[src/rtl/sdd_pkg.sv]
package sdd_pkg;

    localparam int COORD_BITS = 12;
    localparam int FOCAL_W    = 24;
    localparam int PRIN_W     = 20;
    localparam int BASE_W     = 24;
    localparam int CFG_IDX_W  = 3;
    localparam int CFG_DATA_W = 24;

    localparam int CENTRE_W = COORD_BITS + 2;
    localparam int D_W      = CENTRE_W;
    localparam int A_W      = CENTRE_W + 7;
    localparam int DIFF_W   = (A_W > PRIN_W) ? A_W : PRIN_W;
    localparam int PZ_W     = FOCAL_W + BASE_W;
    localparam int PL_W     = DIFF_W + BASE_W;
    localparam int PROD_W   = (PZ_W > PL_W) ? PZ_W : PL_W;
    localparam int NUM_W    = PROD_W - 7;

    localparam int Q_W      = 29;
    localparam int TOP_W    = NUM_W - Q_W;
    localparam int CMP_W    = (TOP_W > D_W) ? TOP_W : D_W;
    localparam logic [Q_W-1:0] COMP_CAP = Q_W'(1) << (Q_W - 1);

    localparam int SQ_W     = 2 * Q_W;
    localparam int SUM_W    = SQ_W;
    localparam int ROOT_W   = SUM_W / 2;

    localparam int DIST_W   = 20;
    localparam logic [DIST_W-1:0] DIST_MAX = {DIST_W{1'b1}};

    localparam int DIV_LAT  = Q_W + 1;
    localparam int SQRT_LAT = ROOT_W + 1;

    localparam logic [CFG_IDX_W-1:0] CFG_FOCAL = 3'd0;
    localparam logic [CFG_IDX_W-1:0] CFG_PX    = 3'd1;
    localparam logic [CFG_IDX_W-1:0] CFG_PY    = 3'd2;
    localparam logic [CFG_IDX_W-1:0] CFG_BASE  = 3'd3;
    localparam logic [CFG_IDX_W-1:0] CFG_CAL   = 3'd4;

    localparam logic [1:0] ST_OK    = 2'd0;
    localparam logic [1:0] ST_NOCAL = 2'd1;
    localparam logic [1:0] ST_ZERO  = 2'd2;

    typedef struct packed {
        logic valid;
        logic nocal;
        logic zero;
    } t_ctl;

endpackage

[src/rtl/sdd_sqrt.sv]
module sdd_sqrt (
    input  logic                          i_clk,
    input  logic                          i_en,
    input  logic [sdd_pkg::SUM_W-1:0]     i_rad,
    output logic [sdd_pkg::ROOT_W-1:0]    o_root
);

    localparam int RW = sdd_pkg::ROOT_W;
    localparam int SW = sdd_pkg::SUM_W;

    logic [SW-1:0] r_rad  [RW+1];
    logic [RW:0]   r_rem  [RW+1];
    logic [RW-1:0] r_root [RW+1];

    logic [RW+2:0] n_t     [RW];
    logic [RW+2:0] n_trial [RW];
    logic [RW:0]   n_rem   [RW];
    logic [RW-1:0] n_root  [RW];

    always_comb begin
        for (int k = 0; k < RW; k++) begin
            n_t[k]     = {r_rem[k], r_rad[k][SW-1:SW-2]};
            n_trial[k] = {1'b0, r_root[k], 2'b01};
            if (n_t[k] >= n_trial[k]) begin
                n_rem[k]  = (RW+1)'(n_t[k] - n_trial[k]);
                n_root[k] = {r_root[k][RW-2:0], 1'b1};
            end else begin
                n_rem[k]  = (RW+1)'(n_t[k]);
                n_root[k] = {r_root[k][RW-2:0], 1'b0};
            end
        end
    end

    always_ff @(posedge i_clk) begin
        if (i_en) begin
            r_rad[0]  <= i_rad;
            r_rem[0]  <= '0;
            r_root[0] <= '0;
            for (int k = 0; k < RW; k++) begin
                r_rad[k+1]  <= {r_rad[k][SW-3:0], 2'b00};
                r_rem[k+1]  <= n_rem[k];
                r_root[k+1] <= n_root[k];
            end
        end
    end

    assign o_root = r_root[RW];

endmodule

[config.mk]
export PLATFORM = sky130hd
export DESIGN_NAME = sdd_sqrt
export DESIGN_NICKNAME = d
export VERILOG_FILES = /design/src/rtl/sdd_pkg.sv /design/src/rtl/sdd_sqrt.sv
export SDC_FILE = /design/constraint.sdc
export NUM_CORES = 2
export LEC_CHECK = 0
export BUFFER_PORTS_ARGS = -buffer_cell sky130_fd_sc_hd__buf_2
export CORE_MARGIN = 3
export CORE_UTILIZATION = 55
export CTS_BUF_LIST = sky130_fd_sc_hd__clkbuf_16
export CTS_CLUSTER_SIZE = 8
export DETAILED_ROUTE_END_ITERATION = 10
export PLACE_DENSITY = 0.75
export SLEW_MARGIN = 20
export SYNTH_ARGS = -nofsm -noshare
export SYNTH_HDL_FRONTEND = slang
export SYNTH_SLANG_ARGS = --single-unit
[constraint.sdc]
create_clock -name i_clk -period 3.7 [get_ports i_clk]
set_clock_uncertainty 0.15 [all_clocks]
set_input_delay 0.185 -clock i_clk [delete_from_list [all_inputs] [get_ports i_clk]]
set_output_delay 0.185 -clock i_clk [all_outputs]
set_load 0.02 [all_outputs]
==> impl_metrics.ini <==
[grt]
grt_pass1_vias = 60741
grt_max_degree = 113
grt_pass1_wl_um = 325000
grt-ovfl-total = 0
grt_use_total_pct = 22.6
antenna_found_initial = 2

[floorplan]
ios = 89
dieArea_um2 = 182000
die-height_um = 427
start_util_pct = 55.6
rows = 153
core_um2 = 175000
fp.dieW_um = 427

[final_layout]
fin_area_um2 = 111000
num-fill-cells = 12524
layout_commonest_cell = edfxtp_1
nets = 8597
syn_to_final_growth_pct = 14.5
mostFrequentLayoutCells = edfxtp_1, inv_1, a21oi_1
drive_gt1_share_pct = 9.84
stdcell_count = 10416

[clock_tree]
clk_latency_ns = 0.94
cts_htree_levels = 5
clk_path_buf_depth = 4
cts_tree = done
clock-sinks = 2103
cts_buffers = 314
cts.reportedPaths.clkPinSlew_ns = 0.05
cts_root_buffer = clkbuf_16

[detailed_routing]
route.detailed.drc = 0
wl_per_cell_um = 19.8
dr.pass1.iters = 6
wl_um = 206000
routed_via_density = 5.78
drtIter0Drc = 4615
antenna_left = 0
vias = 60164

[yosys]
synth_top_cell_area_share_pct = 64.9
ys_seq_elements = 2103
synth_area_leaders = edfxtp_1, ha_1, xnor2_1
syn-cell-area_um2 = 97400
ys_types = 83
synth.avg_cell_area_um2 = 13.0
synthCells = 7497
synth_top_cell_by_area = edfxtp_1
synth-seq-area-share_pct = 64.9
synthArstFlopShare_pct = 0
synth_edf_count = 2103
synth_warnings = 0
syn-num-nets = 8023
synth_ff_type = edfxtp_1

[timing]
setup-violations-final = 0
relSlewSlack_pct = 27.2
hold_violations = 0
drv_slew = 0
period_needed_ns = 3.58
fmax_mhz = 279
tightest_slew_ns = 1.09
fin_ws_ns = 0.120
tns_ns = 0
layout_worst_path_cycle_share_pct = 96.8

[power]
ir_drop_mv = 0.551
leakagePower_nw = 43.1
powerDensity_nw_per_um2 = 624

[placed_design]
dpl_cell_area_um2 = 102000
place_ws_ns = -0.209
place.gp.congestion = 0.944
dp.cells = 9952
portBuffers = 88
post-dp-hpwl_um = 140000

[worst_setup_path]
rrSetupSlack_ns = 0.12
path_cells = ha_1 -> a21oi_1 -> a21o_1 -> a31oi_1 -> and2_1 -> o21ai_0 -> a21oi_1 -> o21a_1 -> or4b_2 -> xnor2_1
crit_type = register to register
cp_common_cell = a21oi_1
cp-start-kind = register
timing.rr.end = r_rem[0][375]$_DFFE_PP_
critical_path.slowest_cell = or4b_2
crit_arrival_ns = 4.08
max_stage_delay_ns = 0.63
required_ns = 4.20
critPathTopFamily = compound AO/OA/AOI/OAI gates
cp_max_fo = 5
worst_setup_path_end_kind = register
r2r-start = r_rem[0][331]$_DFFE_PP_
worst-path-buf-inv = 0
r2r_cells = 10

[min_path]
hp-start = i_en
hp-class = primary input to register
hold_depth = 2
min_to = r_rad[0][20]$_DFFE_PP_

[status]
outcome = complete, no violations

[run]
cap_violations = 0
-- Yosys cell counts (47+ instances only) --
master	instances
a21o_1	185
a21oi_1	528
clkbuf_1	121
edfxtp_1	2103
ha_1	466
inv_1	583
mux2_2	73
nand2_1	493
nand2b_1	89
nand3_1	127
nand4_1	75
nor2_1	502
nor2b_1	58
nor3_1	173
nor4_1	97
o21a_1	96
o21ai_0	349
o31ai_1	47
or3_1	66
xnor2_1	354
xor2_1	310
-- report_power, final --
part           internal [mW]  leakage [nW]  total, mW  switching (mW)
Sequential              30.0          20.2       31.9            1.86
Combinational           5.72          18.9       13.4            7.64
Clock                   15.0          3.99       24.3            9.30
Total                   50.7          43.1       69.5            18.8
-- worst max path at each step --
stage	from	endpoint	slack, ns	cells past startpoint
after floorplan	r_rem[1][67]$_DFFE_PP_	r_rem[1][104]$_DFFE_PP_	0.33	10
after global placement	r_root[1][122]$_DFFE_PP_	r_rem[1][159]$_DFFE_PP_	-0.18	10
after detailed placement	r_root[1][122]$_DFFE_PP_	r_rem[1][153]$_DFFE_PP_	-0.21	10
after CTS	r_rem[1][313]$_DFFE_PP_	r_rem[1][357]$_DFFE_PP_	0.01	12
after global routing	r_root[0][356]$_DFFE_PP_	r_rem[0][413]$_DFFE_PP_	-0.007	12
final	r_rem[0][331]$_DFFE_PP_	r_rem[0][375]$_DFFE_PP_	0.12	10
-- per-layer routing --
layer	vias to the layer above	track usage, %	routed length, um
met5	-	0	0
met4	0	10.1	9280
met3	544	3.73	10200
met2	1866	39.7	104000
met1	28985	27.4	83000
li1	28769	-	-
-- registers in the layout, summed over array words and instances (netlist names) --
register and cells:
r_rad 870, r_rem 798, r_root 435
-- stage by stage --
step | hold WS, ns | util [%] | total power [mW]
floorplan | 0.134 | - | 40.8
global placement | 0.211 | 58.3 | 44.8
detailed placement | 0.213 | 58.3 | 45.2
CTS | 0.220 | 63.6 | 69.9
global route | 0.222 | 63.7 | 72.8
finish | 0.224 | 63.7 | 69.5
-- cells by family (layout without fill, tap and decap cells) --
logic type	after synthesis	after routing	synth area share, %
adder cells (fa/ha/maj)	466	466	5.99
flip-flops	2103	2103	64.9
AND/OR/NAND/NOR	1927	1927	9.73
AO/OA/AOI/OAI	1514	1514	9.62
XOR/XNOR	664	664	5.97
multiplexers	83	83	0.947
other	1	3	0.00385
buffers and inverters	739	1331	2.88
-- area by class of cell --
cell class                      count  area (um2)  share of cell area (%)
Inverter                          586        2200                    1.97
Tap cell                         2325        2910                    2.61
Timing Repair Buffer              411        3520                    3.16
Clock buffer                      319        7980                    7.16
Antenna cell                        2        5.00                 0.00449
Multi-Input combinational cell   4655       31600                    28.4
Clock inverter                     15        88.8                  0.0797
Sequential cell                  2103       63200                    56.6
-- timing repair --
action	4_1_cts	5_1_grt
hold buffers	117	0
pin swaps	0	6
gates cloned	0	0
gates resized for setup	7	39
setup endpoints to repair	8	78
setup buffers	0	11
endpoints found under the hold margin	694	0
Power figures use the tool's default switching activity.
