## src/rtl/sdd_pkg.sv

```systemverilog
package sdd_pkg;

    localparam int COORD_BITS = 12;
    localparam int FOCAL_W    = 24;
    localparam int PRIN_W     = 20;
    localparam int BASE_W     = 24;
    localparam int CFG_IDX_W  = 3;
    localparam int CFG_DATA_W = 24;

    localparam int CENTRE_W = COORD_BITS + 2;
    localparam int D_W      = CENTRE_W;
    localparam int A_W      = CENTRE_W + 7;
    localparam int DIFF_W   = (A_W > PRIN_W) ? A_W : PRIN_W;
    localparam int PZ_W     = FOCAL_W + BASE_W;
    localparam int PL_W     = DIFF_W + BASE_W;
    localparam int PROD_W   = (PZ_W > PL_W) ? PZ_W : PL_W;
    localparam int NUM_W    = PROD_W - 7;

    localparam int Q_W      = 29;
    localparam int TOP_W    = NUM_W - Q_W;
    localparam int CMP_W    = (TOP_W > D_W) ? TOP_W : D_W;
    localparam logic [Q_W-1:0] COMP_CAP = Q_W'(1) << (Q_W - 1);

    localparam int SQ_W     = 2 * Q_W;
    localparam int SUM_W    = SQ_W;
    localparam int ROOT_W   = SUM_W / 2;

    localparam int DIST_W   = 20;
    localparam logic [DIST_W-1:0] DIST_MAX = {DIST_W{1'b1}};

    localparam int DIV_LAT  = Q_W + 1;
    localparam int SQRT_LAT = ROOT_W + 1;

    localparam logic [CFG_IDX_W-1:0] CFG_FOCAL = 3'd0;
    localparam logic [CFG_IDX_W-1:0] CFG_PX    = 3'd1;
    localparam logic [CFG_IDX_W-1:0] CFG_PY    = 3'd2;
    localparam logic [CFG_IDX_W-1:0] CFG_BASE  = 3'd3;
    localparam logic [CFG_IDX_W-1:0] CFG_CAL   = 3'd4;

    localparam logic [1:0] ST_OK    = 2'd0;
    localparam logic [1:0] ST_NOCAL = 2'd1;
    localparam logic [1:0] ST_ZERO  = 2'd2;

    typedef struct packed {
        logic valid;
        logic nocal;
        logic zero;
    } t_ctl;

endpackage

```

## src/rtl/sdd_div.sv

```systemverilog
module sdd_div (
    input  logic                         i_clk,
    input  logic                         i_en,
    input  logic [sdd_pkg::NUM_W-1:0]    i_num,
    input  logic [sdd_pkg::D_W-1:0]      i_den,
    output logic [sdd_pkg::Q_W-1:0]      o_quot
);

    localparam int QW = sdd_pkg::Q_W;
    localparam int DW = sdd_pkg::D_W;

    logic [DW-1:0] r_rem  [QW+1];
    logic [QW-1:0] r_work [QW+1];
    logic [DW-1:0] r_den  [QW+1];
    logic          r_ovf  [QW+1];

    logic [DW-1:0] n_rem  [QW];
    logic [QW-1:0] n_work [QW];
    logic [DW:0]   n_t    [QW];
    logic [sdd_pkg::TOP_W-1:0] n_top;

    always_comb begin
        for (int k = 0; k < QW; k++) begin
            n_t[k] = {r_rem[k], r_work[k][QW-1]};
            if (n_t[k] >= {1'b0, r_den[k]}) begin
                n_rem[k]  = DW'(n_t[k] - {1'b0, r_den[k]});
                n_work[k] = {r_work[k][QW-2:0], 1'b1};
            end else begin
                n_rem[k]  = DW'(n_t[k]);
                n_work[k] = {r_work[k][QW-2:0], 1'b0};
            end
        end
    end

    assign n_top = i_num[sdd_pkg::NUM_W-1:QW];

    always_ff @(posedge i_clk) begin
        if (i_en) begin
            r_rem[0]  <= DW'(n_top);
            r_work[0] <= i_num[QW-1:0];
            r_den[0]  <= i_den;
            r_ovf[0]  <= sdd_pkg::CMP_W'(n_top) >= sdd_pkg::CMP_W'(i_den);
            for (int k = 0; k < QW; k++) begin
                r_rem[k+1]  <= n_rem[k];
                r_work[k+1] <= n_work[k];
                r_den[k+1]  <= r_den[k];
                r_ovf[k+1]  <= r_ovf[k];
            end
        end
    end

    assign o_quot = (r_ovf[QW] || r_work[QW] > sdd_pkg::COMP_CAP) ? sdd_pkg::COMP_CAP
                                                                 : r_work[QW];

endmodule

```

## config.mk

```make
export PLATFORM = sky130hd
export DESIGN_NAME = sdd_div
export DESIGN_NICKNAME = d
export VERILOG_FILES = /design/src/rtl/sdd_pkg.sv /design/src/rtl/sdd_div.sv
export SDC_FILE = /design/constraint.sdc
export NUM_CORES = 2
export LEC_CHECK = 0
export ABC_AREA = 1
export BUFFER_PORTS_ARGS = -buffer_cell sky130_fd_sc_hd__buf_2
export CORE_MARGIN = 1.5
export CORE_UTILIZATION = 35
export CTS_CLUSTER_SIZE = 8
export DETAILED_ROUTE_END_ITERATION = 6
export HOLD_SLACK_MARGIN = 0.08
export PLACE_DENSITY = 0.53
export SLEW_MARGIN = 20
export SYNTH_ARGS = -nofsm -noshare
export SYNTH_HDL_FRONTEND = slang
export SYNTH_SLANG_ARGS = --single-unit
```

## constraint.sdc

```tcl
create_clock -name i_clk -period 2.5 [get_ports i_clk]
set_input_delay 0.5 -clock i_clk [delete_from_list [all_inputs] [get_ports i_clk]]
set_output_delay 0.5 -clock i_clk [all_outputs]
set_load 0.05 [all_outputs]
```

==> flow_summary.ini <==
[critical_path]
max_stage_delay_ns = 0.37
cp-end-kind = primary output
path_cells = inv_2 -> nand4_1 -> nor3_2 -> nand2_1 -> nor2_4 -> nor2_4 -> clkbuf_16 -> nor2_4 -> buf_6
worstPathRequired_ns = 2.00
worstSetupPathType = register to primary output
r2r-end = r_rem[0][112]
critical_path.most_common_cell = nor2_4
start_kind = register
worst_ep_arrival_time_ns = 2.55
reg2regPathDepth = 10
cp_slowest_cell = edfxtp_1
reg2reg_slack_ns = 0.18
reg2reg_from = r_rem[0][103]
cp_max_fo = 6

[route]
highest_layer = met4
drt-met1-wl_um = 86490
firstDrtPassIters = 6
vias = 53740
ant_nets = 0
via_per_inst = 4.557
wl_met3_um = 6166
dr.first_iter.drc_count = 3257
wl_per_cell_um = 15.90
met2_length_um = 89990
routed_wirelength_um = 187500
drc = 0

[min_path]
hold_path.class = input port to register
hold_path_depth = 2
worstHoldStart = i_num[28]
worst_hold_path.endpoint = r_work[0][28]

[sta]
setup_tns_ns = -14.89
fmax_mhz = 327.9
relSlewSlack = 0.5227
fin_skew_ns = 0.06670
post-route-period-util = 1.220
hold_violations = 0
finalCriticalPeriod_ns = 3.049
setup_ws_ns = -0.5495
rsz0062_at_grt = true
worst_pin_slew_ns = 0.7159
slew_violations = 0
setup_violations = 28

[power_and_ir_drop]
power.density_nw_per_um2 = 1131
switching_share = 0.3715
peakVddDrop_mv = 0.6566
p_comb_frac = 0.367
switchingPower_mw = 41.21
pwr-share-clk = 0.256
pwr-share-seq = 0.377
leakagePower_nw = 43.89
total_power_mw = 110.9
internal-power_mw = 69.71

[placement]
post_dp_cell_area_um2 = 90610
dp_hpwl_um = 140400
port_buffers = 85
gp_congestion = 0.8773
dp_slack_ns = 0.1715

[final_layout]
nNetsFinal = 9074
area_growth_pct = 14.59
drive_above_1_share = 0.1074
final_area_um2 = 98100

[run_status]
status = complete, but fails checks
violations = setup timing

[grt]
grt_max_degree = 100
grt.overflow.total = 0
grt_usage = 0.1502
antenna_found_initial = 2
grt_pass1_vias = 53700
grt_pass1_wl_um = 296100

[clock_network]
cts_sinks = 1710
cts_made_buffers = 236
htree_levels = 4
clk_pin_slew_worst_paths_ns = 0.06
cts.path.max_buffers = 3
cts_tree = built
clock_latency_ns = 0.87
root_buffer = clkbuf_16

[synth]
syn_area_um2 = 85610
synth_ff_type = edfxtp_1
async_flop_share = 0
ys_seq_area_frac = 0.5998
post_synth.cell_area_avg_um2 = 10.56
ys_ff_latch = 1710
synth_mux_area_frac = 0
synthAdderAreaFrac = 0.07144
synth_warnings = 0
synth_top_family_by_area = simple AND/OR/NAND/NOR gates
yosys.area_share.simple = 0.1930
ys_types = 42
synthCells = 8109
synth-xor-area-share = 0.02005
synth_nets = 8638
synth_edf_count = 1710
synth_compound_area_frac = 0.03423

[floorplanning]
start_util = 0.3520
die_area_um2 = 247600
core_area_um2 = 243200
die_x_um = 497.6
die_h_um = 497.6
core.rowCount = 181
ios = 86

[flow_run]
maxCapViolations = 0
[synthesized netlist by cell type (8+ instances only)]
cell	number	area, µm²
nor2_4	17	191.4
nand2_1	2192	8228
o21bai_1	15	112.6
a21o_1	14	105.1
and2_1	41	256.5
inv_2	14	52.55
nand2_4	16	180.2
nand4_4	14	297.8
and2_2	13	97.59
xor2_1	153	1340
a21oi_4	28	455.4
edfxtp_1	1710	51350
fa_1	28	560.5
xnor2_1	43	376.6
nor3_1	9	45.04
inv_1	1651	6197
o21ai_1	162	810.8
buf_8	8	120.1
buf_6	41	461.7
nand3_2	34	340.3
nand3b_1	27	202.7
o21ai_2	79	691.9
nand3_1	379	1897
nor2_1	334	1254
nand4_1	259	1620
nor2_2	69	431.7
or2_1	13	81.33
nand2_2	94	588.1
a21oi_1	140	700.7
nand3_4	37	648.1
ha_1	444	5555
[routing by layer]
| metal | track usage | vias to the layer above |
|---|---|---|
| li1 | - | 27420 |
| met1 | 0.1977 | 25250 |
| met2 | 0.2553 | 786 |
| met3 | 0.02313 | 287 |
| met4 | 0.04273 | 0 |
| met5 | 0 | - |
[critical path: cells and delay by family (launching register included)]
| kind | cells | cell delay (ns) |
|---|---|---|
| DFF | 1 | 0.37 |
| buffers and inverters | 3 | 0.43 |
| and+or+nand+nor | 6 | 0.87 |
[flip-flops by register name (all words and copies together), names as in the netlist]
name    flops
r_work    870
r_rem     404
r_den     406
r_ovf      30
[worst max path at each step]
stage,from,end,slack [ns],cells after the start
after floorplan,r_work[1][402],o_quot[10],0.26,8
after global placement,r_rem[0][1],r_rem[0][21],0.16,9
after detailed placement,r_rem[0][1],r_rem[0][21],0.17,9
after CTS,r_work[1][401],o_quot[3],-0.61,9
after global routing,r_work[1][382],o_quot[15],-0.73,10
final,r_work[1][402],o_quot[15],-0.55,9
[cells in the final DEF (no fill, tap or decap), types with 43 or more instances in the layout]
cell           Yosys  routed
buf_4              0      78
o21ai_2           79      79
nor2_1           334     303
edfxtp_1        1710    1710
inv_1           1651    1645
dlygate4sd3_1      0      56
nand2_1         2192    2191
buf_2              0      56
ha_1             444     444
xnor2_1           43      43
xor2_1           153     153
nand2_2           94      95
nand4_1          259     259
a21oi_1          140     140
nand3_1          379     379
o21ai_1          162     162
nor2_2            69      76
clkbuf_16          0     238
[logic make-up (layout without fill, tap and decap cells)]
| group | after synthesis | after routing |
|---|---|---|
| AOI/OAI and AO/OA | 447 | 447 |
| xor gates and xnor gates | 196 | 196 |
| adders and majority gates | 472 | 472 |
| buffers and inverters | 1723 | 2201 |
| DFF | 1710 | 1710 |
| other | 0 | 3 |
| and+or+nand+nor | 3561 | 3561 |
[final cells by class]
cell class              count  area (µm²)
clock buffers             255        5977
diodes                      3       7.507
multi-input cells        4676       27490
repair buffers            256        2549
flip-flops and latches   1710       51350
inverters                1665        6250
well taps                3202        4006
fillers                 23440      145100
clock inverters            25       467.9
[power by group through the flow]
| stage | Clock, mW | Sequential [mW] | Combinational, mW |
|---|---|---|---|
| after detailed placement | 0 | 42.4 | 40.6 |
| after global placement | 0 | 42.4 | 40.4 |
| after CTS | 29.5 | 41.9 | 40.9 |
| after global routing | 30.6 | 42.3 | 46.4 |
| final | 28.4 | 41.8 | 40.7 |
| after floorplan | 0 | 40.6 | 31.6 |
[metrics by stage]
stage                       util  std cells  hold WS, ns
final                     0.4033      11790       0.3515
after global routing      0.4033      11790       0.2847
after CTS                 0.4022      11780       0.2606
after detailed placement  0.3725      11450       0.4045
after global placement    0.3725      11450       0.4004
after floorplan                -       8109       0.4003
[timing repair]
action                     4_1_cts  5_1_grt
buffers inserted                 1        3
setup endpoints to repair       28       28
pin swaps                        1        5
hold buffers                    56        0
cloned                           0        3
hold endpoints to repair        75        0
resized for setup               65       53
Note: power is estimated with default switching activity, not from simulation.
